## src/rtl/toe_pkg.sv

```systemverilog
package toe_pkg;

    localparam int IDX_W = 12;
    localparam int CNT_W = 13;
    localparam int ACT_W = 2;
    localparam int OP_W  = 5;
    localparam int OPD_W = 5;
    localparam int OPD_NUM = 18;
    localparam int MAC_DIGIT_W = 16;
    localparam int SLOT_NUM = 6;
    localparam int SLOT_W = 3;

    // action codes
    localparam logic [ACT_W-1:0] ACT_WRITE   = 2'd0;
    localparam logic [ACT_W-1:0] ACT_OUTWARD = 2'd1;
    localparam logic [ACT_W-1:0] ACT_MATCH   = 2'd2;
    localparam logic [ACT_W-1:0] ACT_NONE    = 2'd3;

    // register index
    localparam logic [1:0] REG_VERTEX_COUNT = 2'd0;

    // vertex read slots
    localparam logic [SLOT_W-1:0] SLOT_RA = 3'd3;
    localparam logic [SLOT_W-1:0] SLOT_RC = 3'd5;

    // operand select: base of each group plus axis
    localparam logic [OPD_W-1:0] OPD_E0 = 5'd0;
    localparam logic [OPD_W-1:0] OPD_E1 = 5'd3;
    localparam logic [OPD_W-1:0] OPD_E2 = 5'd6;
    localparam logic [OPD_W-1:0] OPD_E3 = 5'd9;
    localparam logic [OPD_W-1:0] OPD_NF = 5'd12;
    localparam logic [OPD_W-1:0] OPD_NR = 5'd15;
    localparam logic [OPD_W-1:0] AX_X = 5'd0;
    localparam logic [OPD_W-1:0] AX_Y = 5'd1;
    localparam logic [OPD_W-1:0] AX_Z = 5'd2;

    // multiply program
    localparam logic [OP_W-1:0] OP_REF_START  = 5'd6;
    localparam logic [OP_W-1:0] OP_DOT_OUT    = 5'd12;
    localparam logic [OP_W-1:0] OP_LAST_OUT   = 5'd14;
    localparam logic [OP_W-1:0] OP_DOT_MATCH  = 5'd15;
    localparam logic [OP_W-1:0] OP_LAST_MATCH = 5'd17;

    typedef enum logic [2:0] {
        ST_IDLE,
        ST_READ,
        ST_DRAIN,
        ST_DIFF,
        ST_ISSUE,
        ST_WAIT,
        ST_RESULT
    } toe_state_t;

    typedef enum logic [2:0] {
        DST_NONE,
        DST_NF_X,
        DST_NF_Y,
        DST_NF_Z,
        DST_NR_X,
        DST_NR_Y,
        DST_NR_Z,
        DST_DOT
    } toe_dst_t;

    typedef struct packed {
        logic [OPD_W-1:0] a_sel;
        logic [OPD_W-1:0] b_sel;
        logic             sub;
        logic             clear;
        toe_dst_t         dst;
    } toe_op_t;

    typedef struct packed {
        logic start;
        logic sub;
        logic clear;
    } toe_mac_cmd_t;

    function automatic toe_op_t op_desc(input logic [OP_W-1:0] idx);
        toe_op_t          op;
        logic [OPD_W-1:0] p;
        logic [OPD_W-1:0] q;
        logic [OPD_W-1:0] n;
        logic [OP_W-1:0]  j;
        logic             is_ref;
        op = '0;
        is_ref = (idx >= OP_REF_START);
        p = is_ref ? OPD_E2 : OPD_E0;
        q = is_ref ? OPD_E3 : OPD_E1;
        j = is_ref ? OP_W'(idx - OP_REF_START) : idx;
        n = (idx >= OP_DOT_MATCH) ? OPD_NR : OPD_E2;
        if (idx < OP_DOT_OUT) begin
            case (j)
                5'd0: begin
                    op.a_sel = p + AX_Y; op.b_sel = q + AX_Z; op.clear = 1'b1;
                end
                5'd1: begin
                    op.a_sel = p + AX_Z; op.b_sel = q + AX_Y; op.sub = 1'b1;
                    op.dst = is_ref ? DST_NR_X : DST_NF_X;
                end
                5'd2: begin
                    op.a_sel = p + AX_Z; op.b_sel = q + AX_X; op.clear = 1'b1;
                end
                5'd3: begin
                    op.a_sel = p + AX_X; op.b_sel = q + AX_Z; op.sub = 1'b1;
                    op.dst = is_ref ? DST_NR_Y : DST_NF_Y;
                end
                5'd4: begin
                    op.a_sel = p + AX_X; op.b_sel = q + AX_Y; op.clear = 1'b1;
                end
                5'd5: begin
                    op.a_sel = p + AX_Y; op.b_sel = q + AX_X; op.sub = 1'b1;
                    op.dst = is_ref ? DST_NR_Z : DST_NF_Z;
                end
                default: op = '0;
            endcase
        end else begin
            j = (idx >= OP_DOT_MATCH) ? OP_W'(idx - OP_DOT_MATCH) : OP_W'(idx - OP_DOT_OUT);
            op.a_sel = OPD_NF + OPD_W'(j);
            op.b_sel = n + OPD_W'(j);
            op.clear = (j == 5'd0);
            op.dst   = (j == 5'd2) ? DST_DOT : DST_NONE;
        end
        return op;
    endfunction

endpackage

```

## src/rtl/toe_mac.sv

```systemverilog
module toe_mac #(
    parameter int PW = 51,
    parameter int DW = 104
) (
    input  logic                       aclk,
    input  logic                       aresetn,
    input  toe_pkg::toe_mac_cmd_t      cmd,
    input  logic signed [PW-1:0]       op_a,
    input  logic signed [PW-1:0]       op_b,
    output logic                       done,
    output logic signed [DW-1:0]       acc
);

    localparam int DG  = toe_pkg::MAC_DIGIT_W;
    localparam int ND  = (PW + DG - 1) / DG;
    localparam int BW  = ND * DG;
    localparam int PRW = 2 * PW;
    localparam int CW  = (ND > 1) ? $clog2(ND) : 1;

    logic [PW-1:0]         mag_a_reg;
    logic [BW-1:0]         mag_b_reg;
    logic [PRW-1:0]        prod_reg;
    logic                  neg_reg;
    logic                  clr_reg;
    logic [CW-1:0]         cnt_reg;
    logic                  busy_reg;
    logic                  accum_reg;
    logic                  done_reg;
    logic signed [DW-1:0]  acc_reg;

    logic [PW-1:0]         mag_a_in;
    logic [PW-1:0]         mag_b_in;
    logic [PW+DG-1:0]      pp;
    logic signed [DW-1:0]  base;
    logic signed [DW-1:0]  prod_ext;

    assign mag_a_in = op_a[PW-1] ? PW'(-op_a) : op_a;
    assign mag_b_in = op_b[PW-1] ? PW'(-op_b) : op_b;
    assign pp       = mag_a_reg * mag_b_reg[BW-1 -: DG];
    assign base     = clr_reg ? '0 : acc_reg;
    assign prod_ext = $signed(DW'(prod_reg));

    // control
    always_ff @(posedge aclk) begin
        if (!aresetn) begin
            busy_reg  <= 1'b0;
            accum_reg <= 1'b0;
            done_reg  <= 1'b0;
            cnt_reg   <= '0;
        end else begin
            done_reg <= accum_reg;
            accum_reg <= 1'b0;
            if (cmd.start) begin
                busy_reg <= 1'b1;
                cnt_reg  <= '0;
            end else if (busy_reg) begin
                cnt_reg <= cnt_reg + 1'b1;
                if (cnt_reg == CW'(ND - 1)) begin
                    busy_reg  <= 1'b0;
                    accum_reg <= 1'b1;
                end
            end
        end
    end

    // one 16-bit digit of the multiplier per step, msb first
    always_ff @(posedge aclk) begin
        if (cmd.start) begin
            mag_a_reg <= mag_a_in;
            mag_b_reg <= BW'(mag_b_in);
            neg_reg   <= op_a[PW-1] ^ op_b[PW-1] ^ cmd.sub;
            clr_reg   <= cmd.clear;
            prod_reg  <= '0;
        end else if (busy_reg) begin
            mag_b_reg <= mag_b_reg << DG;
            prod_reg  <= (prod_reg << DG) + PRW'(pp);
        end
        if (accum_reg) begin
            acc_reg <= neg_reg ? base - prod_ext : base + prod_ext;
        end
    end

    assign done = done_reg;
    assign acc  = acc_reg;

    a_no_overlap: assert property (@(posedge aclk) disable iff (!aresetn)
        !(busy_reg && accum_reg))
        else $error("mac busy and accumulate at once");

    a_accum_done: assert property (@(posedge aclk) disable iff (!aresetn)
        accum_reg |=> done_reg)
        else $error("accumulate not followed by done");

    a_start_idle: assert property (@(posedge aclk) disable iff (!aresetn)
        cmd.start |-> (!busy_reg && !accum_reg))
        else $error("mac started while working");

endmodule

```

## config.mk

```make
export PLATFORM = sky130hd
export DESIGN_NAME = toe_mac
export DESIGN_NICKNAME = d
export VERILOG_FILES = /design/src/rtl/toe_pkg.sv /design/src/rtl/toe_mac.sv
export SDC_FILE = /design/constraint.sdc
export NUM_CORES = 2
export LEC_CHECK = 0
export BUFFER_PORTS_ARGS = -buffer_cell sky130_fd_sc_hd__buf_2
export CORE_ASPECT_RATIO = 0.8
export CORE_MARGIN = 10
export CORE_UTILIZATION = 58
export DETAILED_ROUTE_END_ITERATION = 8
export PLACE_DENSITY = 0.88
export SLEW_MARGIN = 0
export SYNTH_ARGS = -nofsm -noshare
export SYNTH_HDL_FRONTEND = slang
export SYNTH_SLANG_ARGS = --single-unit
```

## constraint.sdc

```tcl
create_clock -name aclk -period 9.9 [get_ports aclk]
set_input_delay 1.485 -clock aclk [delete_from_list [all_inputs] [get_ports aclk]]
set_output_delay 1.485 -clock aclk [all_outputs]
set_load 0.02 [all_outputs]
```

== Yosys cells after proc, flatten, opt, wreduce, memory -nomap -nowiden ==
Cells that the tools add are included.

* Register bits after elaboration: 328
* Memory bits (writable): 0
* Bits in latches: 0
* Memories kept: 0
* Output and inout port bits: 105
* Bits of input ports: 107
* Word-level logic and storage cells: 37
* ROM bits: 0

* Multiplexer cells: 10
* Div/mod/pow operators: 0
* Equal/unequal tests: 1
* Magnitude comparators: 0
* $add $sub $neg: 6
* Reduce and logical (&&, ||, !) cells: 3
* Shifts and indexed selects: 0
* $mul: 1
* Bitwise logic cells: 4

{| class="wikitable"
|+ Operators by type and width
! cell !! number
|-
| 2-to-1 mux 104 bit || 2
|-
| 2-to-1 mux 51 bit || 3
|-
| adder 104 x 103 -> 104 bit || 1
|-
| subtractor 104 x 103 -> 104 bit || 1
|-
| adder 102 x 67 -> 102 bit || 1
|-
| negator 51 bit || 2
|-
| multiplier 51 x 16 -> 67 bit || 1
|-
| 2-to-1 mux 50 bit || 1
|-
| 2-to-1 mux 1 bit || 4
|-
| OR reduction 3 bit || 1
|-
| adder 2 x 1 -> 2 bit (second input constant) || 1
|-
| equality test 2 bit (second input constant) || 1
|-
| NOT 1 bit || 2
|-
| nonzero test 2 bit || 1
|-
| OR reduction 2 bit || 1
|-
| bitwise XOR 1 bit || 2
|}

== Logic depth before layout (Yosys ltp) ==
* Depth after elaboration: 4
* Mapped depth: 29
* Gate-level depth less buffers: 25

== Least setup slack after synthesis ==
OpenSTA, ideal clock, no wires.

* Path type: reg-to-reg
* From: register mag_b_reg[54]
* To: register prod_reg[84]
* Cell stages (with the launch flop): 29
* Clock period less this slack: 7.190 ns
* Arrival time: 7.105 ns
* Path buffers: 4
* Required time: 9.814 ns
* Setup slack: 2.710 ns
* Library setup time: 0.086 ns
* Cells stage by stage: dfxtp_1 > clkbuf_1 > clkbuf_1 > nand2_1 > fa_1 > inv_1 > fa_1 > inv_1 > fa_1 > inv_1 > fa_1 > fa_1 > inv_1 > fa_1 > inv_1 > ha_1 > clkbuf_1 > a21o_1 > a21o_1 > a21oi_1 > o311ai_0 > o21a_1 > o211ai_1 > nand3b_1 > a311oi_1 > clkbuf_1 > nor3_1 > xnor2_1 > a211oi_1

* Cells in the longest elaborated chain, start to end: 2

{| class="wikitable"
|+ Ends and longest elaborated chain
! what !! line !! RTL
|-
| start: declaration || toe_mac.sv:21 || <nowiki>logic [BW-1:0] mag_b_reg;</nowiki>
|-
| start signal: assignment || toe_mac.sv:70 || <nowiki>mag_b_reg <= BW'(mag_b_in);</nowiki>
|-
| start signal: assignment || toe_mac.sv:75 || <nowiki>mag_b_reg <= mag_b_reg << DG;</nowiki>
|-
| multiplier 51 x 16 -> 67 bit || toe_mac.sv:39 || <nowiki>assign pp = mag_a_reg * mag_b_reg[BW-1 -: DG];</nowiki>
|-
| adder 102 x 67 -> 102 bit || toe_mac.sv:76 || <nowiki>prod_reg <= (prod_reg << DG) + PRW'(pp);</nowiki>
|-
| end signal: assignment || toe_mac.sv:76 ||
|-
| end: declaration || toe_mac.sv:22 || <nowiki>logic [PRW-1:0] prod_reg;</nowiki>
|}

Every way passes these cells.
A chain may end at the register's enable or synchronous reset.

== Worst setup path after layout ==
* From: register mag_b_reg[61]
* To: register prod_reg[96]

Same word-level chain as after synthesis.

==> flow_summary_export.csv <==
group,metric,value,unit
finish,area_growth,5.79,%
finish,fin_nets,6972,
timing,period_share,87.2,%
yosys,ys_ff_latch,328,
job,drv_cap,0,
route,routed_wl,146000,um
setup_path,required,10400,ps
route,route.vias.total,42156,
floorplanning,start_util,58.7,%
yosys,synthDistinctLibCells,78,
placed_design,dp_cells,6952,
clocking,post_cts_resized,0,
route,via_per_inst,6.00,
yosys,syn_area,50500,um2
timing,skew,52.2,ps
timing,setup_viol_count_final,0,
floorplanning,rows,96,
timing,slew_viol_final,0,
placed_design,placed_area,52100,um2
clocking,numCtsBuffers,40,
route,drt_iter0_drc,4262,
yosys,syn-instance-count,5888,
pwr,power.static_leakage,24.6,nW
setup_path,crit_fanout,41,
setup_path,start_kind,"flop",
clocking,post_cts_buffers,0,
floorplanning,die_w,350,um
placed_design,placement.io_buffers,211,
floorplanning,die_h,284,um
clocking,ctsHoldBuffers,0,
grt,first_global_vias,43112,
finish,final_area,53400,um2
yosys,avgSynthCellArea,8.58,um2
setup_path,crit_buf_inv,3,
route,firstDrtPassIters,8,
placed_design,gp_congestion,0.987,
timing,tightest_slew,1440,ps
pwr,p_per_area,339,nW/um2
outcome,outcome,"finished clean",
setup_path,reg2reg_from,"mag_b_reg[61]",
floorplanning,boundaryPins,212,
yosys,ys.warnings.count,0,
timing,layout_setup_ws,1270,ps
clocking,h-tree-depth,2,
placed_design,place_ws,1620,ps
timing,rsz0062_at_grt,"no",
finish,largest_register_ffs,104,
setup_path,cp_top_family,"adder cells",
yosys,synthesis.nets,6993,
finish,drive_above_1_share,6.22,%
pwr,power.total,18.1,mW
pwr,irDropWorstVdd,0.000553,V
grt,grt_usage,29.1,%
grt,grt_pass1_wl,233000,um
timing,hold_viol,0,
setup_path,arrival,9130,ps
yosys,ys_async_sr_fraction,0,%
timing,worst_hold_slack,492,ps
clocking,cts_tree,"built",
timing,period_needed,8630,ps
clocking,clock-root-buffer,"clkbuf_16",
setup_path,path_cells,"and2_1 -> fa_1 -> fa_1 -> fa_1 -> fa_1 -> fa_1 -> inv_1 -> fa_1 -> inv_1 -> ha_1 -> a21oi_1 -> o21ai_0 -> a21oi_1 -> o211ai_1 -> o21ai_0 -> nor2_1 -> nand3b_1 -> a311oi_2 -> buf_4 -> nor4b_1 -> xnor2_1 -> a211oi_1",
placed_design,dp_hpwl,117000,um
clocking,cts.clk_slew.worst_paths,60,ps
setup_path,end_kind,"flop",
setup_path,critPathKind,"flop to flop",
timing,timing.slew.headroom,3.97,%
route,ant_nets,0,
yosys,ys.flop_type,"edfxtp_1",
finish,instances_no_fill,7028,
yosys,synth_edf_count,208,
grt,overflow,0,
finish,final_common_cell,"inv_1",
worst_hold_path,hp-class,"flop to flop",
clocking,clock_latency,610,ps
finish,final_cell_mix,"inv_1 (987), nand2_1 (776), fa_1 (736), and2_1 (314), xnor2_1 (303)",
grt,grt_max_degree,104,
worst_hold_path,min_from,"mag_b_reg[40]",
timing,setup_tns,0,ps
grt,antenna_found_initial,5,
clocking,clkSinkCount,328,
clocking,clk_path_buf_depth,3,
finish,utilization,62.1,%
setup_path,cp-startpoint,"mag_b_reg[61]",
setup_path,max_stage_delay,1270,ps
setup_path,slowest_stage,"dfxtp_1",
route,drc,0,
route,wl_per_cell,20.8,um
timing,max_freq,116,MHz
floorplanning,core_area,86000,um2
yosys,yosysSeqAreaShare,17.1,%
floorplanning,dieArea,99300,um2
setup_path,worst_path_most_repeated_cell,"fa_1",
## area by class of cell
type	count	area, um2
flip-flops and latches	328	8660
well taps	1127	1410
diodes	2	5.00
clock buffers	50	1100
repair buffers	252	1370
inverters	988	3710
fillers	7058	32600
multi-input cells	4257	37000
clock inverters	24	211
## where the power goes
part           total (mW)  internal, mW  switching (mW)
logic                14.6          5.51            9.05
registers            2.06          1.72           0.343
clock network        1.52         0.832           0.686
## layer usage
metal	vias up	wire [um]	GRT usage, %
met5	-	50	0
li1	18713	-	-
met1	20726	55900	37.2
met4	8	7790	13.7
met3	520	12600	4.90
met2	2189	69700	47.7
## cell usage after synthesis (10+ instances only)
master | number | share of area (%)
dfxtp_1 | 120 | 4.8
xnor2_1 | 303 | 5.3
o41ai_1 | 13 | 0.23
nor2_1 | 299 | 2.2
or3_1 | 36 | 0.45
buf_1 | 10 | 0.074
edfxtp_1 | 208 | 12
a21oi_1 | 296 | 2.9
a21boi_0 | 11 | 0.16
o31ai_1 | 39 | 0.58
o22ai_1 | 11 | 0.14
and4_1 | 11 | 0.19
nor2b_1 | 132 | 1.6
o21ai_0 | 179 | 1.8
o21bai_1 | 49 | 0.73
or2_2 | 14 | 0.17
ha_1 | 262 | 6.5
clkbuf_1 | 303 | 2.3
or4_1 | 18 | 0.27
mux2i_1 | 61 | 1.2
a211oi_1 | 33 | 0.49
nand2_1 | 776 | 5.8
and2_1 | 314 | 3.9
nor4_1 | 25 | 0.31
a21o_1 | 101 | 1.5
fa_1 | 736 | 29
nor3_1 | 82 | 0.81
nand4_1 | 74 | 0.92
o211ai_1 | 15 | 0.22
o21a_1 | 17 | 0.25
inv_1 | 987 | 7.3
a31oi_1 | 41 | 0.51
and3_1 | 23 | 0.28
nand3_1 | 45 | 0.45
xor2_1 | 93 | 1.6
nand2b_1 | 29 | 0.36
## path summary, 6_finish.rpt
kind / slack (ps) / to / depth (start not counted)
worst max-delay path: 1270 / prod_reg[96] / 22
worst min-delay path: 490 / mag_b_reg[56] / 2
worst max register to register: 1270 / prod_reg[96] / 22
worst min register to register: 490 / mag_b_reg[56] / 2
## worst register-to-register path: cells and delay by family, from the launching register on
kind / cells / cell delay, ps
AO/OA/AOI/OAI: 7 / 2280
XOR/XNOR: 1 / 150
adder cells (fa/ha/maj): 7 / 3550
buffers and inverters: 3 / 380
flip-flops: 1 / 1270
AND/OR/NAND/NOR: 4 / 880
## cell families after synthesis
logic type	count (synthesis)	share of synthesized area (%)
AOI/OAI and AO/OA	876	10.8
and+or+nand+nor	1923	18.5
DFF	328	17.1
muxes	64	1.28
xor gates and xnor gates	396	6.87
adders and majority gates	998	35.7
buffers and inverters	1303	9.72
(Power assumes the default switching activity.)
